===== src/rtl/length_prefixed_request_deframer_unit_macros.svh =====
// assertion macros for the length prefixed request deframer
`ifndef LENGTH_PREFIXED_REQUEST_DEFRAMER_UNIT_MACROS_SVH
`define LENGTH_PREFIXED_REQUEST_DEFRAMER_UNIT_MACROS_SVH

// antecedent in a cycle implies consequent in the same cycle
`define LPRD_ASSERT_IMPL(label, ante, cons, msg) \
  label: assert property (@(posedge clk_i) disable iff (!rst_ni) (ante) |-> (cons)) \
    else $error(msg);

// expression must hold at every clock edge out of reset
`define LPRD_ASSERT_ALWAYS(label, expr, msg) \
  label: assert property (@(posedge clk_i) disable iff (!rst_ni) (expr)) \
    else $error(msg);

`endif


===== src/rtl/lprd_pkg.sv =====
// package with types, constants and helpers of the request deframer
`timescale 1ns / 1ps

package lprd_pkg;

  localparam int unsigned MAX_BODY   = 4096;
  localparam int unsigned MAX_ARGS   = 1024;
  localparam int unsigned BODY_W     = 13;
  localparam int unsigned ARGS_W     = 11;
  localparam int unsigned IDX_W      = 10;
  localparam int unsigned CFG_IDX_W  = 1;
  localparam int unsigned CFG_DATA_W = 13;
  localparam int unsigned FIFO_DEPTH = 4;
  localparam int unsigned PTR_W      = $clog2(FIFO_DEPTH);
  localparam int unsigned LVL_W      = $clog2(FIFO_DEPTH + 1);

  typedef enum logic [CFG_IDX_W-1:0] {
    CFG_MAX_BODY_LEN  = 1'b0,
    CFG_MAX_ARG_COUNT = 1'b1
  } cfg_reg_e;

  typedef enum logic [2:0] {
    PH_LEN     = 3'd0,
    PH_COUNT   = 3'd1,
    PH_ARGLEN  = 3'd2,
    PH_PAYLOAD = 3'd3,
    PH_TRAIL   = 3'd4,
    PH_CLOSED  = 3'd5
  } phase_e;

  typedef enum logic [1:0] {
    KIND_ARG      = 2'd0,
    KIND_ACCEPT   = 2'd1,
    KIND_BAD      = 2'd2,
    KIND_TOO_LONG = 2'd3
  } kind_e;

  typedef enum logic [1:0] {
    CMD_GET     = 2'd0,
    CMD_SET     = 2'd1,
    CMD_DEL     = 2'd2,
    CMD_UNKNOWN = 2'd3
  } cmd_e;

  typedef struct packed {
    kind_e             kind;
    logic [IDX_W-1:0]  arg_index;
    logic [7:0]        data_byte;
    cmd_e              command;
    logic [ARGS_W-1:0] arg_count;
    logic [BODY_W-1:0] body_length;
    logic              last;
  } res_t;

  typedef struct packed {
    logic [1:0] cnt;
    res_t       r0;
    res_t       r1;
  } push_t;

  // lower-case letters of get, set and del
  function automatic logic [7:0] word_char(input logic [1:0] w, input logic [1:0] pos);
    logic [7:0] c;
    c = 8'h00;
    case ({w, pos})
      4'b00_00: c = 8'h67;
      4'b00_01: c = 8'h65;
      4'b00_10: c = 8'h74;
      4'b01_00: c = 8'h73;
      4'b01_01: c = 8'h65;
      4'b01_10: c = 8'h74;
      4'b10_00: c = 8'h64;
      4'b10_01: c = 8'h65;
      4'b10_10: c = 8'h6c;
      default:  c = 8'h00;
    endcase
    return c;
  endfunction

endpackage


===== src/rtl/lprd_parse.sv =====
// frame parser: state registers and per-byte decode of the request stream
`timescale 1ns / 1ps

module lprd_parse (
  input  logic                           clk_i,
  input  logic                           rst_ni,
  input  logic [lprd_pkg::BODY_W-1:0]    max_body_len_i,
  input  logic [lprd_pkg::ARGS_W-1:0]    max_arg_count_i,
  input  logic                           fire_i,
  input  logic [7:0]                     byte_i,
  output lprd_pkg::push_t                push_o
);

  lprd_pkg::phase_e                phase_q, phase_d;
  logic [23:0]                     shift_q, shift_d;
  logic [1:0]                      bcnt_q, bcnt_d;
  logic [lprd_pkg::BODY_W-1:0]     flen_q, flen_d;
  logic [lprd_pkg::BODY_W-1:0]     bpos_q, bpos_d;
  logic [lprd_pkg::ARGS_W-1:0]     aexp_q, aexp_d;
  logic [lprd_pkg::ARGS_W-1:0]     adone_q, adone_d;
  logic [lprd_pkg::BODY_W-1:0]     aleft_q, aleft_d;
  logic                            berr_q, berr_d;
  logic [lprd_pkg::BODY_W-1:0]     falen_q, falen_d;
  logic [2:0]                      wflags_q, wflags_d;

  logic [lprd_pkg::BODY_W-1:0]     body_lim;
  logic [lprd_pkg::ARGS_W-1:0]     args_lim;
  logic [23:0]                     shift_acc;
  logic                            field_done;
  logic [31:0]                     field_val;
  logic [lprd_pkg::BODY_W-1:0]     room;
  logic [lprd_pkg::BODY_W-1:0]     off;
  logic [7:0]                      lc;
  logic                            pay;
  lprd_pkg::res_t                  verdict;
  lprd_pkg::cmd_e                  cmd;
  logic                            three;

  assign body_lim = (max_body_len_i > lprd_pkg::BODY_W'(lprd_pkg::MAX_BODY)) ?
                    lprd_pkg::BODY_W'(lprd_pkg::MAX_BODY) : max_body_len_i;
  assign args_lim = (max_arg_count_i > lprd_pkg::ARGS_W'(lprd_pkg::MAX_ARGS)) ?
                    lprd_pkg::ARGS_W'(lprd_pkg::MAX_ARGS) : max_arg_count_i;

  assign field_done = (bcnt_q == 2'd3);
  assign field_val  = {byte_i, shift_q};

  always_comb begin
    shift_acc = shift_q;
    case (bcnt_q)
      2'd0:    shift_acc[7:0]   = byte_i;
      2'd1:    shift_acc[15:8]  = byte_i;
      2'd2:    shift_acc[23:16] = byte_i;
      default: shift_acc        = shift_q;
    endcase
  end

  always_comb begin
    phase_d  = phase_q;
    shift_d  = shift_q;
    bcnt_d   = bcnt_q;
    flen_d   = flen_q;
    bpos_d   = bpos_q;
    aexp_d   = aexp_q;
    adone_d  = adone_q;
    aleft_d  = aleft_q;
    berr_d   = berr_q;
    falen_d  = falen_q;
    wflags_d = wflags_q;
    push_o   = '0;
    room     = '0;
    off      = '0;
    lc       = byte_i;
    pay      = 1'b0;
    verdict  = '0;
    cmd      = lprd_pkg::CMD_UNKNOWN;
    three    = 1'b0;

    if (fire_i && phase_q == lprd_pkg::PH_LEN) begin
      if (field_done) begin
        shift_d = '0;
        bcnt_d  = '0;
        if (field_val > {19'd0, body_lim}) begin
          push_o.cnt     = 2'd1;
          push_o.r0.kind = lprd_pkg::KIND_TOO_LONG;
          push_o.r0.last = 1'b1;
          phase_d        = lprd_pkg::PH_CLOSED;
        end else if (field_val == 32'd0) begin
          push_o.cnt     = 2'd1;
          push_o.r0.kind = lprd_pkg::KIND_BAD;
          push_o.r0.last = 1'b1;
          phase_d        = lprd_pkg::PH_CLOSED;
        end else begin
          flen_d  = field_val[lprd_pkg::BODY_W-1:0];
          bpos_d  = '0;
          phase_d = lprd_pkg::PH_COUNT;
        end
      end else begin
        shift_d = shift_acc;
        bcnt_d  = bcnt_q + 2'd1;
      end
    end else if (fire_i && phase_q != lprd_pkg::PH_CLOSED) begin
      bpos_d = bpos_q + lprd_pkg::BODY_W'(1);
      room   = flen_q - bpos_d;
      if (!berr_q) begin
        case (phase_q)
          lprd_pkg::PH_COUNT: begin
            if (field_done) begin
              shift_d = '0;
              bcnt_d  = '0;
              if (field_val > {21'd0, args_lim}) begin
                berr_d = 1'b1;
              end else begin
                aexp_d  = field_val[lprd_pkg::ARGS_W-1:0];
                adone_d = '0;
                phase_d = (aexp_d != '0) ? lprd_pkg::PH_ARGLEN : lprd_pkg::PH_TRAIL;
              end
            end else begin
              shift_d = shift_acc;
              bcnt_d  = bcnt_q + 2'd1;
            end
          end
          lprd_pkg::PH_ARGLEN: begin
            if (field_done) begin
              shift_d = '0;
              bcnt_d  = '0;
              if (field_val > {19'd0, room}) begin
                berr_d = 1'b1;
              end else begin
                if (adone_q == '0) begin
                  falen_d = field_val[lprd_pkg::BODY_W-1:0];
                end
                if (field_val == 32'd0) begin
                  adone_d = adone_q + lprd_pkg::ARGS_W'(1);
                  phase_d = (adone_d < aexp_q) ? lprd_pkg::PH_ARGLEN : lprd_pkg::PH_TRAIL;
                end else begin
                  aleft_d = field_val[lprd_pkg::BODY_W-1:0];
                  phase_d = lprd_pkg::PH_PAYLOAD;
                end
              end
            end else begin
              shift_d = shift_acc;
              bcnt_d  = bcnt_q + 2'd1;
            end
          end
          lprd_pkg::PH_PAYLOAD: begin
            if (adone_q == '0) begin
              off = falen_q - aleft_q;
              lc  = (byte_i inside {[8'h41:8'h5a]}) ? byte_i + 8'h20 : byte_i;
              for (int w = 0; w < 3; w++) begin
                if (off >= lprd_pkg::BODY_W'(3) ||
                    lprd_pkg::word_char(2'(w), off[1:0]) != lc) begin
                  wflags_d[w] = 1'b0;
                end
              end
            end
            pay                 = 1'b1;
            push_o.r0.kind      = lprd_pkg::KIND_ARG;
            push_o.r0.arg_index = adone_q[lprd_pkg::IDX_W-1:0];
            push_o.r0.data_byte = byte_i;
            aleft_d             = aleft_q - lprd_pkg::BODY_W'(1);
            if (aleft_d == '0) begin
              adone_d = adone_q + lprd_pkg::ARGS_W'(1);
              phase_d = (adone_d < aexp_q) ? lprd_pkg::PH_ARGLEN : lprd_pkg::PH_TRAIL;
            end
          end
          lprd_pkg::PH_TRAIL: begin
            berr_d = 1'b1;
          end
          default: begin
            berr_d = berr_q;
          end
        endcase
      end

      if (bpos_d >= flen_q) begin
        verdict.last = 1'b1;
        if (!berr_d && phase_d == lprd_pkg::PH_TRAIL) begin
          three = (falen_d == lprd_pkg::BODY_W'(3));
          if (adone_d == lprd_pkg::ARGS_W'(2) && three && wflags_d[0]) begin
            cmd = lprd_pkg::CMD_GET;
          end else if (adone_d == lprd_pkg::ARGS_W'(3) && three && wflags_d[1]) begin
            cmd = lprd_pkg::CMD_SET;
          end else if (adone_d == lprd_pkg::ARGS_W'(2) && three && wflags_d[2]) begin
            cmd = lprd_pkg::CMD_DEL;
          end else begin
            cmd = lprd_pkg::CMD_UNKNOWN;
          end
          verdict.kind        = lprd_pkg::KIND_ACCEPT;
          verdict.command     = cmd;
          verdict.arg_count   = adone_d;
          verdict.body_length = flen_q;
          // start of the next frame
          phase_d  = lprd_pkg::PH_LEN;
          shift_d  = '0;
          bcnt_d   = '0;
          flen_d   = '0;
          bpos_d   = '0;
          aexp_d   = '0;
          adone_d  = '0;
          aleft_d  = '0;
          berr_d   = 1'b0;
          falen_d  = '0;
          wflags_d = 3'b111;
        end else begin
          verdict.kind        = lprd_pkg::KIND_BAD;
          verdict.body_length = flen_q;
          phase_d             = lprd_pkg::PH_CLOSED;
        end
        if (pay) begin
          push_o.cnt = 2'd2;
          push_o.r1  = verdict;
        end else begin
          push_o.cnt = 2'd1;
          push_o.r0  = verdict;
        end
      end else if (pay) begin
        push_o.cnt     = 2'd1;
        push_o.r0.last = 1'b1;
      end
    end
  end

  always_ff @(posedge clk_i or negedge rst_ni) begin
    if (!rst_ni) begin
      phase_q  <= lprd_pkg::PH_LEN;
      shift_q  <= '0;
      bcnt_q   <= '0;
      flen_q   <= '0;
      bpos_q   <= '0;
      aexp_q   <= '0;
      adone_q  <= '0;
      aleft_q  <= '0;
      berr_q   <= 1'b0;
      falen_q  <= '0;
      wflags_q <= 3'b111;
    end else begin
      phase_q  <= phase_d;
      shift_q  <= shift_d;
      bcnt_q   <= bcnt_d;
      flen_q   <= flen_d;
      bpos_q   <= bpos_d;
      aexp_q   <= aexp_d;
      adone_q  <= adone_d;
      aleft_q  <= aleft_d;
      berr_q   <= berr_d;
      falen_q  <= falen_d;
      wflags_q <= wflags_d;
    end
  end

endmodule


===== src/rtl/lprd_fifo.sv =====
// result queue taking up to two results per cycle and giving one
`timescale 1ns / 1ps

module lprd_fifo (
  input  logic                        clk_i,
  input  logic                        rst_ni,
  input  lprd_pkg::push_t             push_i,
  input  logic                        pop_i,
  output lprd_pkg::res_t              head_o,
  output logic                        not_empty_o,
  output logic                        room2_o,
  output logic [lprd_pkg::LVL_W-1:0]  level_o
);

  lprd_pkg::res_t                 mem [lprd_pkg::FIFO_DEPTH];
  logic [lprd_pkg::PTR_W-1:0]     wptr_q, wptr_d;
  logic [lprd_pkg::PTR_W-1:0]     rptr_q, rptr_d;
  logic [lprd_pkg::LVL_W-1:0]     count_q, count_d;

  assign wptr_d  = wptr_q + lprd_pkg::PTR_W'(push_i.cnt);
  assign rptr_d  = rptr_q + lprd_pkg::PTR_W'(pop_i);
  assign count_d = count_q + lprd_pkg::LVL_W'(push_i.cnt) - lprd_pkg::LVL_W'(pop_i);

  assign head_o      = mem[rptr_q];
  assign not_empty_o = (count_q != '0);
  assign room2_o     = (count_q <= lprd_pkg::LVL_W'(lprd_pkg::FIFO_DEPTH - 2));
  assign level_o     = count_q;

  always_ff @(posedge clk_i) begin
    if (push_i.cnt != 2'd0) begin
      mem[wptr_q] <= push_i.r0;
    end
    if (push_i.cnt == 2'd2) begin
      mem[wptr_q + lprd_pkg::PTR_W'(1)] <= push_i.r1;
    end
  end

  always_ff @(posedge clk_i or negedge rst_ni) begin
    if (!rst_ni) begin
      wptr_q  <= '0;
      rptr_q  <= '0;
      count_q <= '0;
    end else begin
      wptr_q  <= wptr_d;
      rptr_q  <= rptr_d;
      count_q <= count_d;
    end
  end

endmodule


===== src/rtl/length_prefixed_request_deframer_unit.sv =====
// top level of the length prefixed request deframer
//
//   channel  direction  handshake                 payload
//   in       input      in_valid_i / in_stall_o   in_byte_i
//   out      output     out_valid_o / out_stall_i kind, arg_index, data_byte, command,
//                                                 arg_count, body_length, last
//   cfg      input      cfg_valid_i / cfg_ready_o cfg_index_i, cfg_data_i
//
// one byte per cycle while the queue has room for two results: a byte is held in the
// input register, is decoded from it and its results enter a four-entry queue; the first
// result shows in the cycle after the byte is decoded, if the queue was empty
// a byte that ends a frame with a payload byte yields two results, which drain at
// one per cycle while out_stall_i is low, through the single queue read port
// input stalls only while the queue holds more than two results
// reset clears parser state, the queue and the limits to 4096 and 1024
`timescale 1ns / 1ps
`include "length_prefixed_request_deframer_unit_macros.svh"

module length_prefixed_request_deframer_unit (
  input  logic                               clk_i,
  input  logic                               rst_ni,
  input  logic                               in_valid_i,
  output logic                               in_stall_o,
  input  logic [7:0]                         in_byte_i,
  output logic                               out_valid_o,
  input  logic                               out_stall_i,
  output logic [1:0]                         kind_o,
  output logic [lprd_pkg::IDX_W-1:0]         arg_index_o,
  output logic [7:0]                         data_byte_o,
  output logic [1:0]                         command_o,
  output logic [lprd_pkg::ARGS_W-1:0]        arg_count_o,
  output logic [lprd_pkg::BODY_W-1:0]        body_length_o,
  output logic                               last_o,
  input  logic                               cfg_valid_i,
  output logic                               cfg_ready_o,
  input  logic [lprd_pkg::CFG_IDX_W-1:0]     cfg_index_i,
  input  logic [lprd_pkg::CFG_DATA_W-1:0]    cfg_data_i
);

  logic [lprd_pkg::BODY_W-1:0]    max_body_len_q;
  logic [lprd_pkg::ARGS_W-1:0]    max_arg_count_q;
  logic                           in_vld_q, in_vld_d;
  logic [7:0]                     in_byte_q;
  logic                           in_take;
  logic                           proc;
  logic                           pop;
  logic                           room2;
  logic                           not_empty;
  logic [lprd_pkg::LVL_W-1:0]     level;
  lprd_pkg::push_t                push;
  lprd_pkg::res_t                 head;

  assign cfg_ready_o = 1'b1;

  always_ff @(posedge clk_i or negedge rst_ni) begin
    if (!rst_ni) begin
      max_body_len_q  <= lprd_pkg::BODY_W'(4096);
      max_arg_count_q <= lprd_pkg::ARGS_W'(1024);
    end else if (cfg_valid_i && cfg_ready_o) begin
      case (cfg_index_i)
        lprd_pkg::CFG_MAX_BODY_LEN:  max_body_len_q  <= cfg_data_i[lprd_pkg::BODY_W-1:0];
        lprd_pkg::CFG_MAX_ARG_COUNT: max_arg_count_q <= cfg_data_i[lprd_pkg::ARGS_W-1:0];
        default:                     max_body_len_q  <= max_body_len_q;
      endcase
    end
  end

  // input register
  assign proc       = in_vld_q && room2;
  assign in_stall_o = in_vld_q && !room2;
  assign in_take    = in_valid_i && !in_stall_o;
  assign in_vld_d   = in_take ? 1'b1 : (proc ? 1'b0 : in_vld_q);

  always_ff @(posedge clk_i or negedge rst_ni) begin
    if (!rst_ni) begin
      in_vld_q <= 1'b0;
    end else begin
      in_vld_q <= in_vld_d;
    end
  end

  always_ff @(posedge clk_i) begin
    if (in_take) begin
      in_byte_q <= in_byte_i;
    end
  end

  lprd_parse u_parse (
    .clk_i           (clk_i),
    .rst_ni          (rst_ni),
    .max_body_len_i  (max_body_len_q),
    .max_arg_count_i (max_arg_count_q),
    .fire_i          (proc),
    .byte_i          (in_byte_q),
    .push_o          (push)
  );

  lprd_fifo u_fifo (
    .clk_i       (clk_i),
    .rst_ni      (rst_ni),
    .push_i      (push),
    .pop_i       (pop),
    .head_o      (head),
    .not_empty_o (not_empty),
    .room2_o     (room2),
    .level_o     (level)
  );

  assign out_valid_o   = not_empty;
  assign pop           = not_empty && !out_stall_i;
  assign kind_o        = head.kind;
  assign arg_index_o   = head.arg_index;
  assign data_byte_o   = head.data_byte;
  assign command_o     = head.command;
  assign arg_count_o   = head.arg_count;
  assign body_length_o = head.body_length;
  assign last_o        = head.last;

  `LPRD_ASSERT_IMPL(a_pair_order, push.cnt == 2'd2, !push.r0.last && push.r1.last, "two results of one transaction out of order")
  `LPRD_ASSERT_IMPL(a_single_last, push.cnt == 2'd1, push.r0.last, "single result of a transaction not marked last")
  `LPRD_ASSERT_ALWAYS(a_no_overflow, level <= lprd_pkg::LVL_W'(lprd_pkg::FIFO_DEPTH), "result queue overflow")

endmodule


===== config.mk =====
export PLATFORM = sky130hd
export DESIGN_NAME = length_prefixed_request_deframer_unit
export DESIGN_NICKNAME = d
export VERILOG_FILES = /design/src/rtl/lprd_pkg.sv /design/src/rtl/lprd_parse.sv /design/src/rtl/lprd_fifo.sv /design/src/rtl/length_prefixed_request_deframer_unit.sv
export VERILOG_INCLUDE_DIRS = /design/src /design/src/rtl
export SDC_FILE = /design/constraint.sdc
export NUM_CORES = 1
export LEC_CHECK = 0
export BUFFER_PORTS_ARGS = -buffer_cell sky130_fd_sc_hd__buf_4
export CAP_MARGIN = 20
export CORE_MARGIN = 4
export CORE_UTILIZATION = 65
export DETAILED_ROUTE_END_ITERATION = 8
export PLACE_DENSITY = 0.83
export SYNTH_ARGS = -nofsm -noshare
export SYNTH_HDL_FRONTEND = slang
export SYNTH_SLANG_ARGS = --single-unit

===== constraint.sdc =====
create_clock -name clk_i -period 15.2 [get_ports clk_i]
set_clock_uncertainty 0.1 [all_clocks]
set_input_delay 0.76 -clock clk_i [delete_from_list [all_inputs] [get_ports clk_i]]
set_output_delay 0.76 -clock clk_i [all_outputs]
set_load 0.02 [all_outputs]

After elaboration in Yosys (flattened, before gate mapping)
Memory sizes are Yosys's and may differ from the RTL's.
Index checks and enable logic that the tools add are counted.
Storage, ports and cells
  bits in registers: 147
  output and inout port bits: 50
  word-level logic and storage cells: 267
  bits in writable memories: 188
  input port bits: 27
  memories kept: 1
Cells by class
  bitwise gates (word level): 2
  eq/ne operators: 21
  add/subtract/negate cells: 12
  multiplexer cells: 162
  reductions and logical operators: 40
  order comparisons: 11
Memory list
  u_fifo.mem: words 4, width 47, read ports 1, clocked after Yosys merged registers in 0, write ports 2, line lprd_fifo.sv:15  | lprd_pkg::res_t mem [lprd_pkg::FIFO_DEPTH];
Operators by type and width (count)
  $mux 13: 31
  $mux 11: 18
  $mux 47: 4
  $mux 24: 7
  $mux 8: 19
  $mux 96: 1
  $mux 3: 26
  $gt 32x13->1: 2
  $pmux 7 s3: 3
  $mux 46: 1
  $mux 44: 1
  $pmux 11 s3: 1
  $gt 32x11->1: 1
  $logic_not 32->1: 1
  $mux 1: 30
  $pmux 13 s2: 1
  $sub 13x13->13: 2
  $mux 2: 12
  $ne 8x8->1: 3
  $eq 11x2->1 const B: 2
  $mux 20: 1
  $mux 18: 1
  $add 13x1->13 const B: 1
  $eq 13x2->1 const B: 1
  42 further kinds: 78

Longest topological paths before layout
Gate-level depths: netlist (run 1).
  word-level depth: 28
  gate-level depth with buffers: 25
  gate-level depth less buffers: 21

Cells and area by module
A second synthesis (run 1) with hierarchy kept.
Second synthesis, totals
  cells, all modules: 1810
  area total of the unflattened synthesis: 20915.1 µm²
By module, submodules not included
  lprd_parse: sequential area each 2681.3 µm², cells an instance 1249, instances 1, area each 9928.3 µm²
  lprd_fifo: sequential area each 5820.6 µm², cells an instance 492, instances 1, area each 9684.3 µm²
  length_prefixed_request_deframer_unit: sequential area each 868.3 µm², cells an instance 69, instances 1, area each 1302.5 µm²

Least setup slack after synthesis (run 1)
OpenSTA, ideal clock, no wires.
  path kind: reg2reg
  from: register u_parse.bpos_q[0] (netlist bit)
  to: memory u_fifo.mem[1][26] (netlist bit) (data pin)
  stages on the path, launching flop included: 24
  buffers on the path: 3
  library setup time: 0.285 ns
  period minus slack after synthesis: 5.355 ns
  data arrival time: 4.970 ns
  slack: 9.845 ns
  data required time: 14.815 ns
  cells stage by stage: dfrtp_1 -> ha_1 -> and3_1 -> clkbuf_1 -> xnor2_1 -> ha_1 -> clkbuf_1 -> a21o_1 -> a21o_1 -> a41o_1 -> a21oi_1 -> nor2b_1 -> o21ai_0 -> a21o_1 -> ha_1 -> a21oi_1 -> o221ai_1 -> mux2_2 -> a2111oi_1 -> mux2_2 -> a211oi_1 -> and4b_1 -> buf_6 -> a311oi_2
RTL lines
  from (decl): line lprd_parse.sv:18  | logic [lprd_pkg::BODY_W-1:0] bpos_q, bpos_d;
  from (signal assigned): line lprd_parse.sv:241  | bpos_q <= bpos_d;
  to (decl): line lprd_fifo.sv:15

==> flow_summary_export.csv, run 1 <==
group,metric,value,unit
final_layout,area_delta_synth_final,10.38,%
global_routing,grtUsageMet2,0.5195,
power,p_leak,8.214,nW
floorplanning,die_w,176.5,um
synthesis,netlist_area,18450,um2
worst_setup_path,crit_fanout,52,
final_layout,antennaDiodeCount,0,
clocking,root_buffer,"clkbuf_16",
drt,viasPerCell,6.635,
floorplanning,rows,61,
sta,fmax,146.6,MHz
sta,hold_viol,0,
global_routing,use_met1,0.4248,
placement,dp_hpwl,34600,um
clocking,post_cts_buffers,0,
worst_setup_path,crit_start,"u_parse.bpos_q[2]$_DFFE_PN0P_",
worst_setup_path,crit_type,"flop to flop",
global_routing,grtUsageTotal,0.3157,
min_path,hold_path.class,"primary input to async pin",
worst_setup_path,r2r_cells,22,
synthesis,yosys_register_bits,335,
synthesis,ys_top_cells_by_area,"edfxtp_1 20%, dfrtp_1 18%, dfxtp_1 7.8%, ha_1 6.3%, mux4_2 5.7%",
power,switching_share,0.3675,
sta,min_period,6.821,ns
final_layout,num-fill-cells,1983,
drt,post_drt_wl_per_cell,23.04,um
floorplanning,coreArea,27860,um2
global_routing,grt_pass1_vias,14250,
synthesis,synth.yosys.warnings,0,
worst_setup_path,cp-start-kind,"flop",
final_layout,multi_input_area,9154,um2
sta,slew_headroom,0.3442,
clocking,postCtsHoldBufs,0,
sta,worst_slew_pin_slew,0.9631,ns
global_routing,grt_overflow,0,
final_layout,layout-drive-gt1-share,0.1488,
clocking,htree_levels,2,
final_layout,nNetsFinal,1864,
floorplanning,die_area,31140,um2
synthesis,syn_inst,1711,
run,drv_cap,0,
sta,slew_viol_final,0,
power,p_sw,1.160,mW
synthesis,synth_edf_count,124,
power,cellPowerDensity,155.0,nW/um2
drt,first_iter_violations,1356,
worst_setup_path,cp.required,15.44,ns
sta,finalSetupViolations,0,
synthesis,synth_common_cells,"179 x nor2_1, 134 x dfrtp_1, 124 x edfxtp_1",
power,power_frac_seq,0.381,
global_routing,grt_max_degree,73,
synthesis,syn-num-nets,1834,
power,ir_drop,108.6,uV
synthesis,synth_ff_type,"dfrtp_1",
drt,drc,0,
global_routing,grt_use_met3,0.04582,
placement,port_buffers,75,
clocking,cts.sinks,335,
placement,gp_congestion,0.9912,
outcome,status,"finished clean",
sta,rsz0062_at_grt,"no",
global_routing,busiest_layer,"met2",
drt,wirelength,49440,um
drt,ant_nets,0,
sta,tns,0,ns
global_routing,antenna_found_initial,0,
clocking,cts.repair.resized,0,
floorplanning,start_util,0.6622,
clocking,cts_buffers,35,
worst_setup_path,cp-end-kind,"flop",
synthesis,avgSynthCellArea,10.78,um2
power,power,3.156,mW
floorplanning,die_h,176.5,um
power,pwr-share-comb,0.351,
synthesis,async_reset_ff_frac,0.4149,
worst_setup_path,crit_arrival,7.06,ns
floorplanning,num_io_pins,77,
power,p_int,1.996,mW
final_layout,seqCellArea,8652,um2
drt,dr.pass1.iters,6,
sta,min_period_over_period,0.4488,
synthesis,yosysSeqAreaShare,0.4689,
clocking,clk_pin_slew,0.06,ns
clocking,clock_path_buffers,3,
power,clkPwrFrac,0.268,
clocking,insertion_delay,0.52,ns
synthesis,synth.top_cell.area_share,0.2018,
clocking,tritoncts,"done",
global_routing,grt_pass1_wl,78290,um
synthesis,synth_cell_types,89,
synthesis,synth_most_common_cell,"nor2_1",
synthesis,synth_top_area_cell,"edfxtp_1",
worst_setup_path,rr_startpoint,"u_parse.bpos_q[2]$_DFFE_PN0P_",
drt,routed-via-count,14240,
-- cells by family (layout without fill, tap and decap cells) --
kind of cell | count (synthesis) | after routing | share of synthesized area
AO/OA/AOI/OAI | 347 | 347 | 0.1368
XOR/XNOR | 52 | 52 | 0.02469
adder cells (fa/ha/maj) | 96 | 96 | 0.06633
buffers and inverters | 164 | 221 | 0.03812
flip-flops | 335 | 335 | 0.4689
multiplexers | 152 | 152 | 0.1162
other | 1 | 1 | 0.0002033
AND/OR/NAND/NOR | 564 | 564 | 0.1488
-- state kept, by name, summed over array words and instances (netlist names), 2 cells and up --
name	count
in_byte_q	8
u_parse.aleft_q	13
u_parse.phase_q	3
max_arg_count_q	11
u_parse.bcnt_q	2
u_parse.shift_q	24
u_parse.wflags_q	3
u_parse.bpos_q	13
u_fifo.wptr_q	2
u_parse.falen_q	13
u_parse.flen_q	13
u_parse.adone_q	11
max_body_len_q	13
u_fifo.mem	188
u_parse.aexp_q	11
u_fifo.rptr_q	2
u_fifo.level_o	3
-- worst max-delay path: stages (launching register included) --
cell and delay [ns]:
dfrtp_1 0.47, and3_1 0.26, and3_1 0.23, nand3_1 0.21, xor2_1 0.21, ha_1 0.39, nand4_1 0.15, inv_1 0.05
a221oi_1 0.48, o21bai_1 0.11, a21oi_1 0.18, xor2_1 0.17, ha_1 0.25, nand3_1 0.10, o221ai_1 0.16, nand4b_1 0.35
a211oi_1 0.57, nor2_2 0.18, o22ai_4 0.34, and2_1 0.59, buf_4 0.35, nand2_4 0.32, a311oi_1 0.38
-- power by group through the flow --
stage | clock network, mW | registers (mW) | logic [mW]
floorplan | 0 | 1.10 | 0.838
global placement | 0 | 1.21 | 1.05
detailed placement | 0 | 1.21 | 1.09
CTS | 0.852 | 1.20 | 1.10
global route | 0.890 | 1.21 | 1.21
finish | 0.845 | 1.20 | 1.11
-- placed cells by master (no fill, tap or decap), types with 7 or more instances in the layout --
cell type  Yosys  layout
xor2_1        22      22
xnor2_1       30      30
clkbuf_16      0      36
nor2b_1       17      17
o21a_1        11      11
dfxtp_1       72      72
nor3_1        76      72
clkbuf_1      72      14
a21o_1        17      17
ha_1          93      93
a211oi_1       8       8
nand2b_1      18      18
or3_1         10      10
nand4_1       14      14
mux2_2        27      27
nor4_1        16      15
edfxtp_1     124     124
o31ai_1       18      18
and3_1        35      35
a311oi_1       8       8
nor2_1       179     179
buf_4          2      96
dfrtp_1      134     132
and2_1         7       8
o2bb2ai_1     34      34
a21oi_1       49      49
mux4_2        47      47
o22ai_1       10      10
nand2_1      112     112
or2_2          8       8
a22o_1        51      51
nand3_1       36      36
a22oi_1       14      14
mux2i_1       78      74
a31oi_1        7       7
o21ai_0       55      55
inv_1         58      58
-- metrics by stage --
| stage | utilization | hold WS, ns | setup slack [ns] | instance area (um2) | cells |
|---|---|---|---|---|---|
| 3_3_place_gp | 0.6902 | 0.3668 | 8.762 | 19230 | 2081 |
| 6_report | 0.7309 | 0.1549 | 8.379 | 20360 | 2146 |
| 2_1_floorplan | - | 0.3546 | 9.845 | 18450 | 1711 |
| 5_1_grt | 0.7309 | 0.2118 | 7.745 | 20360 | 2146 |
| 4_1_cts | 0.7307 | 0.1749 | 8.474 | 20350 | 2145 |
| 3_5_place_dp | 0.6902 | 0.3792 | 8.510 | 19230 | 2081 |
-- cell type report --
type / count / share of cell area
flip-flops and latches: 335 / 0.4249
repair buffers: 97 / 0.03595
clock inverters: 8 / 0.005039
clock buffers: 56 / 0.05026
multi-input cells: 1212 / 0.4496
well taps: 378 / 0.02323
inverters: 60 / 0.01106
-- final timing paths --
| kind | to | slack (ns) |
|---|---|---|
| setup / recovery | u_fifo.mem[2][26]$_DFFE_PP_ | 8.38 |
| hold / removal | max_body_len_q[9]$_DFFE_PN0P_ | 0.15 |
| setup reg to reg | u_fifo.mem[2][26]$_DFFE_PP_ | 8.38 |
| hold reg to reg | u_fifo.mem[1][30]$_SDFFE_PP0P_ | 0.39 |
| max in group asynchronous | u_fifo.rptr_q[1]$_DFF_PN0_ | 13.42 |
| min in group clk_i | in_byte_q[6]$_DFFE_PP_ | 0.32 |
-- layer usage --
metal / wire length [um] / vias up
met4: 2215 / 0
met5: 0 / -
met3: 4144 / 152
met1: 19320 / 6941
met2: 23770 / 708
li1: - / 6438
Note: power is estimated with default switching activity, not from simulation.
==> inputs of run 2 (changes only) <==
--- a/config.mk
+++ b/config.mk
@@ -9,9 +9,9 @@
 export BUFFER_PORTS_ARGS = -buffer_cell sky130_fd_sc_hd__buf_4
 export CAP_MARGIN = 20
 export CORE_MARGIN = 4
-export CORE_UTILIZATION = 65
+export CORE_UTILIZATION = 57
 export DETAILED_ROUTE_END_ITERATION = 8
-export PLACE_DENSITY = 0.83
+export PLACE_DENSITY = 0.77
 export SYNTH_ARGS = -nofsm -noshare
 export SYNTH_HDL_FRONTEND = slang
 export SYNTH_SLANG_ARGS = --single-unit
==> constraint.sdc (replaced) <==
create_clock -name clk_i -period 6.2 [get_ports clk_i]
set_clock_uncertainty 0.1 [all_clocks]
set_input_delay 0.31 -clock clk_i [delete_from_list [all_inputs] [get_ports clk_i]]
set_output_delay 0.31 -clock clk_i [all_outputs]
set_load 0.02 [all_outputs]
==> run 2 against run 1 <==
Net effect: critical path depth unchanged; global-route usage down 3.9 points; flip-flop and latch count unchanged; count of clock-buffer cells in the layout down 4; clock power rose to 2.6 times the previous value; non-clock buffer count up 34; sequential power up 150%; combinational power up 150%; via count about the same; critical path type unchanged; largest cell class unchanged; highest routed layer unchanged.
==> flow_summary_export.csv, run 2 (synthesized netlist as in run 1, its figures left out) <==
group,metric,value,unit
drt,post_drt_wl_per_cell,22.37,um
final_layout,num-fill-cells,2415,
placement,dp_slack,0.2964,ns
clocking,htree_levels,2,
drt,drc,0,
placement,dp_hpwl,34210,um
power,p_leak,8.399,nW
final_layout,largest-register,"u_fifo.mem",
placement,place_inst,2115,
sta,hold_viol,0,
sta,min_period_over_period,0.9390,
worst_setup_path,r2r_cells,22,
global_routing,grt_pass1_vias,14410,
drt,routed-via-count,14250,
worst_setup_path,crit_fanout,10,
power,ir_drop,285.0,uV
sta,worst_slew_pin_slew,1.077,ns
global_routing,antenna_found_initial,0,
clocking,cts_buffers,36,
worst_setup_path,crit_arrival,6.05,ns
final_layout,area_delta_synth_final,12.88,%
power,cellPowerDensity,381.5,nW/um2
global_routing,grtUsageTotal,0.2771,
drt,dr.pass1.iters,5,
drt,ant_nets,0,
floorplanning,coreArea,31720,um2
floorplanning,start_util,0.5816,
sta,slew_viol_final,0,
clocking,tritoncts,"done",
sta,tns,0,ns
worst_setup_path,cp-end-kind,"flop",
worst_setup_path,cp-start-kind,"flop",
final_layout,instances_no_fill,2205,
global_routing,grt_pass1_wl,79250,um
worst_setup_path,cp.required,6.42,ns
sta,finalSetupViolations,0,
final_layout,reg_top3,"u_fifo.mem (188), u_parse.shift_q (24)",
final_layout,largest_register_ffs,188,
sta,rsz0062_at_grt,"no",
placement,gp_congestion,0.9253,
clocking,root_buffer,"clkbuf_16",
clocking,clk_pin_slew,0.06,ns
drt,viasPerCell,6.460,
floorplanning,die_h,187.9,um
final_layout,layout-drive-gt1-share,0.1603,
global_routing,grt_max_degree,71,
drt,wirelength,49320,um
floorplanning,rows,65,
min_path,hold_path.class,"primary input to flop",
clocking,cts.sinks,335,
final_layout,final_common_cell,"nor2_1",
floorplanning,die_w,187.9,um
drt,first_iter_violations,1526,
global_routing,grt_overflow,0,
sta,slew_headroom,0.2783,
clocking,insertion_delay,0.53,ns
floorplanning,num_io_pins,77,
sta,setup_ws,0.3784,ns
floorplanning,die_area,35310,um2
final_layout,nNetsFinal,1899,
worst_setup_path,crit_type,"flop to flop",
run,drv_cap,0,
clocking,clock_path_buffers,3,
outcome,status,"finished clean",
min_path,whs_path_depth,3,
sta,fmax,171.8,MHz
sta,min_period,5.822,ns
final_layout,mostFrequentLayoutCells,"179 x nor2_1, 132 x dfrtp_1, 124 x edfxtp_1, 111 x nand2_1, 107 x buf_4",
final_layout,antennaDiodeCount,0,
placement,port_buffers,75,
run 2: cell count changes in the layout (fill, tap and decap cells not counted), sizes merged:
cell	change
clkinv	+2
bufinv	+1
clkbuf	-4
dlygate4sd3	+23
buf	+11
clkinvlp	+2
run 2: final timing paths:
kind / start / end / slack [ns]
hold reg to reg: u_parse.shift_q[16]$_DFFE_PN0P_ / u_parse.shift_q[16]$_DFFE_PN0P_ / 0.39
setup / recovery: u_parse.bpos_q[0]$_DFFE_PN0P_ / u_fifo.mem[0][26]$_DFFE_PP_ / 0.38
max in group asynchronous: rst_ni / u_fifo.rptr_q[0]$_DFF_PN0_ / 4.22
min in group asynchronous: rst_ni / max_body_len_q[8]$_DFFE_PN0P_ / 0.24
setup reg to reg: u_parse.bpos_q[0]$_DFFE_PN0P_ / u_fifo.mem[0][26]$_DFFE_PP_ / 0.38
hold / removal: cfg_index_i / max_body_len_q[10]$_DFFE_PN0P_ / 0.10
run 2: report_power, final:
group / internal [mW] / switching, mW / leakage [nW]
clock: 1.33 / 0.896 / 0.602
combinational: 1.20 / 1.56 / 4.18
sequential: 2.50 / 0.463 / 3.61
run 2: final cells by class:
| class | instances | area (um2) | area share |
|---|---|---|---|
| inverters | 60 | 225.2 | 0.01082 |
| well taps | 402 | 503.0 | 0.02415 |
| clock buffers | 52 | 1067 | 0.05125 |
| clock inverters | 13 | 160.2 | 0.007691 |
| flip-flops and latches | 335 | 8655 | 0.4156 |
| multi-input cells | 1212 | 9169 | 0.4403 |
| repair buffers | 131 | 1045 | 0.05017 |
run 2: stage by stage:
stage	hold WS, ns	utilization	power (mW)	cell area (um2)
floorplan	-0.08559	-	4.753	18450
global route	0.1137	0.6565	8.336	20820
detailed placement	0.2575	0.6091	5.677	19320
global placement	0.2549	0.6091	5.591	19320
finish	0.1031	0.6565	7.944	20820
CTS	0.1129	0.6550	7.923	20780
run 2: timing repair:
action                                 CTS  global route
endpoints found under the hold margin  100             0
setup buffers                            0             1
gates resized for setup                  0             8
hold buffers                            23             0
setup endpoints to repair                0            79
run 2: per-layer routing:
layer / routed length, um / track usage
met1: 20350 / 0.3694
met5: 0 / 0
met3: 3418 / 0.04207
met2: 23780 / 0.4675
met4: 1761 / 0.09401
run 2: critical path, stage by stage (launching register included):
cell	delay (ns)
dfrtp_1	0.45
ha_1	0.31
and3_1	0.26
xnor2_1	0.15
ha_1	0.39
a21o_1	0.19
a21o_1	0.18
a41o_1	0.22
a21oi_1	0.23
nor2b_1	0.09
o21ai_0	0.23
a21o_1	0.15
ha_1	0.23
a21oi_1	0.14
o221ai_1	0.15
nand4b_1	0.36
a211oi_1	0.32
buf_4	0.18
or2_1	0.32
a21o_1	0.21
o21ai_4	0.09
and4b_2	0.33
a311oi_1	0.35
==> inputs of run 3 (changes only) <==
--- a/config.mk
+++ b/config.mk
@@ -9,9 +9,9 @@
 export BUFFER_PORTS_ARGS = -buffer_cell sky130_fd_sc_hd__buf_4
 export CAP_MARGIN = 20
 export CORE_MARGIN = 4
-export CORE_UTILIZATION = 57
+export CORE_UTILIZATION = 40
 export DETAILED_ROUTE_END_ITERATION = 8
-export PLACE_DENSITY = 0.77
+export SLEW_MARGIN = 30
 export SYNTH_ARGS = -nofsm -noshare
 export SYNTH_HDL_FRONTEND = slang
 export SYNTH_SLANG_ARGS = --single-unit
==> run 3 against run 2 <==
Net effect: fmax decreased by 1.1%; register-to-register slack lost 0.06 ns; utilization down 19 points; flip-flop and latch count unchanged; highest routed layer unchanged; power rose by 0.57%; setup slack got worse by 0.063 ns; routed wire length increased by 6.6%; cell count up 9.4%; die area rose by 41%; sequential share of layout area shrank 0.61 points.
==> flow_summary_export.csv, run 3 (synthesized netlist as in run 1, its figures left out) <==
group,metric,value,unit
drt,routed-via-count,14110,
clocking,insertion_delay,0.57,ns
drt,viasPerCell,5.847,
global_routing,grt_overflow,0,
sta,slew_headroom,0.3610,
min_path,min-delay-start,"cfg_index_i",
floorplanning,die_w,222.8,um
worst_setup_path,crit_buf_inv,2,
global_routing,antenna_found_initial,0,
final_layout,mostFrequentLayoutCells,"179 x nor2_1, 132 x dfrtp_1, 124 x edfxtp_1, 111 x nand2_1, 108 x buf_4",
worst_setup_path,cp-start-kind,"flop",
worst_setup_path,crit_chain,"and3_1, and3_1, nand3_1, xor2_1, ha_1, nand4_1, inv_1, a221oi_1, o21ai_0, xnor2_1, ha_1, nor4_1, o221ai_1, mux2_2, a211oi_1, o22a_1, nand2_2, o22ai_1, buf_4, and4b_1, a311oi_1",
floorplanning,rows,78,
drt,post_drt_wl_per_cell,21.78,um
final_layout,final_cell_area,21140,um2
worst_setup_path,reg2reg_setup_slack,0.32,ns
sta,slew_viol_final,0,
floorplanning,start_util,0.4056,
final_layout,layout-drive-gt1-share,0.1605,
final_layout,nNetsFinal,1906,
worst_setup_path,crit_fanout,12,
outcome,status,"finished clean",
floorplanning,die_h,222.8,um
power,cellPowerDensity,378.0,nW/um2
final_layout,area_delta_synth_final,14.57,%
placement,port_buffers,75,
global_routing,grtUsageTotal,0.2086,
global_routing,grt_max_degree,79,
sta,setup_ws,0.3157,ns
sta,min_period,5.884,ns
clocking,root_buffer,"clkbuf_16",
placement,dp_hpwl,36410,um
worst_setup_path,cp_slowest_cell,"a221oi_1",
power,pwr-share-comb,0.364,
sta,finalSetupViolations,0,
final_layout,largest_register_ffs,188,
power,clkPwrFrac,0.272,
power,p_int,4.982,mW
worst_setup_path,crit_family,"compound AO/OA/AOI/OAI gates",
clocking,htree_levels,2,
final_layout,num-fill-cells,4244,
worst_setup_path,crit_type,"flop to flop",
power,power_frac_seq,0.364,
sta,tns,0,ns
placement,dpl_cell_area,19660,um2
final_layout,antennaDiodeCount,0,
sta,min_period_over_period,0.9491,
sta,hold_viol,0,
clocking,clk_pin_slew,0.06,ns
final_layout,final_common_cell,"nor2_1",
run,drv_cap,0,
sta,fmax,169.9,MHz
clocking,cts_buffers,38,
clocking,cts.sinks,335,
worst_setup_path,cp.required,6.36,ns
final_layout,reg_top3,"u_fifo.mem (188), u_parse.shift_q (24)",
power,switching_share,0.3764,
drt,first_iter_violations,1163,
global_routing,grt_pass1_wl,82300,um
final_layout,multi_input_area,9180,um2
drt,ant_nets,0,
min_path,hold_path.class,"primary input to flop",
worst_setup_path,crit_arrival,6.05,ns
drt,drc,0,
drt,dr.pass1.iters,7,
clocking,clock_path_buffers,3,
power,power,7.989,mW
final_layout,seqCellArea,8655,um2
power,p_sw,3.007,mW
worst_setup_path,rr_startpoint,"u_parse.bpos_q[2]$_DFFE_PN0P_",
worst_setup_path,critical-path-max-stage-delay,0.46,ns
sta,timing.hold.ws,0.04565,ns
drt,wirelength,52560,um
final_layout,largest-register,"u_fifo.mem",
worst_setup_path,crit_start,"u_parse.bpos_q[2]$_DFFE_PN0P_",
floorplanning,num_io_pins,77,
floorplanning,die_area,49620,um2
worst_setup_path,cp-end-kind,"flop",
power,ir_drop,263.9,uV
placement,gp_congestion,0.9591,
clocking,tritoncts,"done",
sta,worst_slew_pin_slew,0.9561,ns
sta,rsz0062_at_grt,"no",
floorplanning,coreArea,45480,um2
power,p_leak,8.430,nW
global_routing,grt_pass1_vias,14090,
placement,dp_slack,0.1994,ns
-- run 3: cell types whose count changed in the layout (fill, tap and decap cells not counted), sizes merged --
cell | previous run | this run
inv | 59 | 60
bufinv | 3 | 0
clkbuf | 52 | 55
buf | 108 | 113
clkinv | 9 | 15
clkinvlp | 2 | 0
-- run 3: path summary, 6_finish.rpt --
kind / end / depth (start not counted)
max: u_fifo.mem[2][26]$_DFFE_PP_ / 21
min: max_body_len_q[12]$_DFFE_PN1P_ / 4
max reg2reg: u_fifo.mem[2][26]$_DFFE_PP_ / 21
min reg2reg: u_fifo.mem[3][30]$_SDFFE_PP0P_ / 2
max in group asynchronous: u_fifo.rptr_q[0]$_DFF_PN0_ / 3
min in group asynchronous: u_parse.aleft_q[9]$_DFFE_PN0P_ / 2
-- run 3: area by class of cell --
| type | instances | share of cell area |
|---|---|---|
| Clock buffer | 55 | 0.05239 |
| Timing Repair Buffer | 136 | 0.05316 |
| Inverter | 60 | 0.01066 |
| Sequential cell | 335 | 0.4095 |
| Multi-Input combinational cell | 1212 | 0.4343 |
| Tap cell | 600 | 0.03552 |
| Clock inverter | 15 | 0.004440 |
-- run 3: worst min-delay path: stages --
cell,delay (ns)
buf_4,0.09
nor2b_2,0.12
nand2_1,0.10
o21ai_0,0.07
-- run 3: what timing repair did --
action	CTS	global route
gates resized for setup	0	7
buffers inserted	0	1
setup endpoints to repair	0	112
hold buffers	23	0
hold endpoints to repair	89	0
-- run 3: through the flow --
step | utilization | instances
global placement | 0.4312 | 2317
detailed placement | 0.4323 | 2319
CTS | 0.4638 | 2412
finish | 0.4647 | 2413
floorplan | - | 1711
global route | 0.4647 | 2413
-- run 3: per-layer routing --
metal / track usage / up-vias / wire length (um)
li1: - / 6514 / -
met1: 0.2824 / 6968 / 22760
met2: 0.3388 / 516 / 24560
met3: 0.04188 / 110 / 3564
met4: 0.06701 / 0 / 1670
met5: 0 / - / 0
-- run 3: power by group through the flow --
stage                     Sequential, mW  Combinational [mW]  Clock, mW
after floorplan                     2.70                2.05          0
after global placement              3.02                2.68          0
after detailed placement            2.95                2.85          0
after CTS                           2.90                2.88       2.22
after global routing                2.94                3.18       2.32
final                               2.91                2.91       2.18
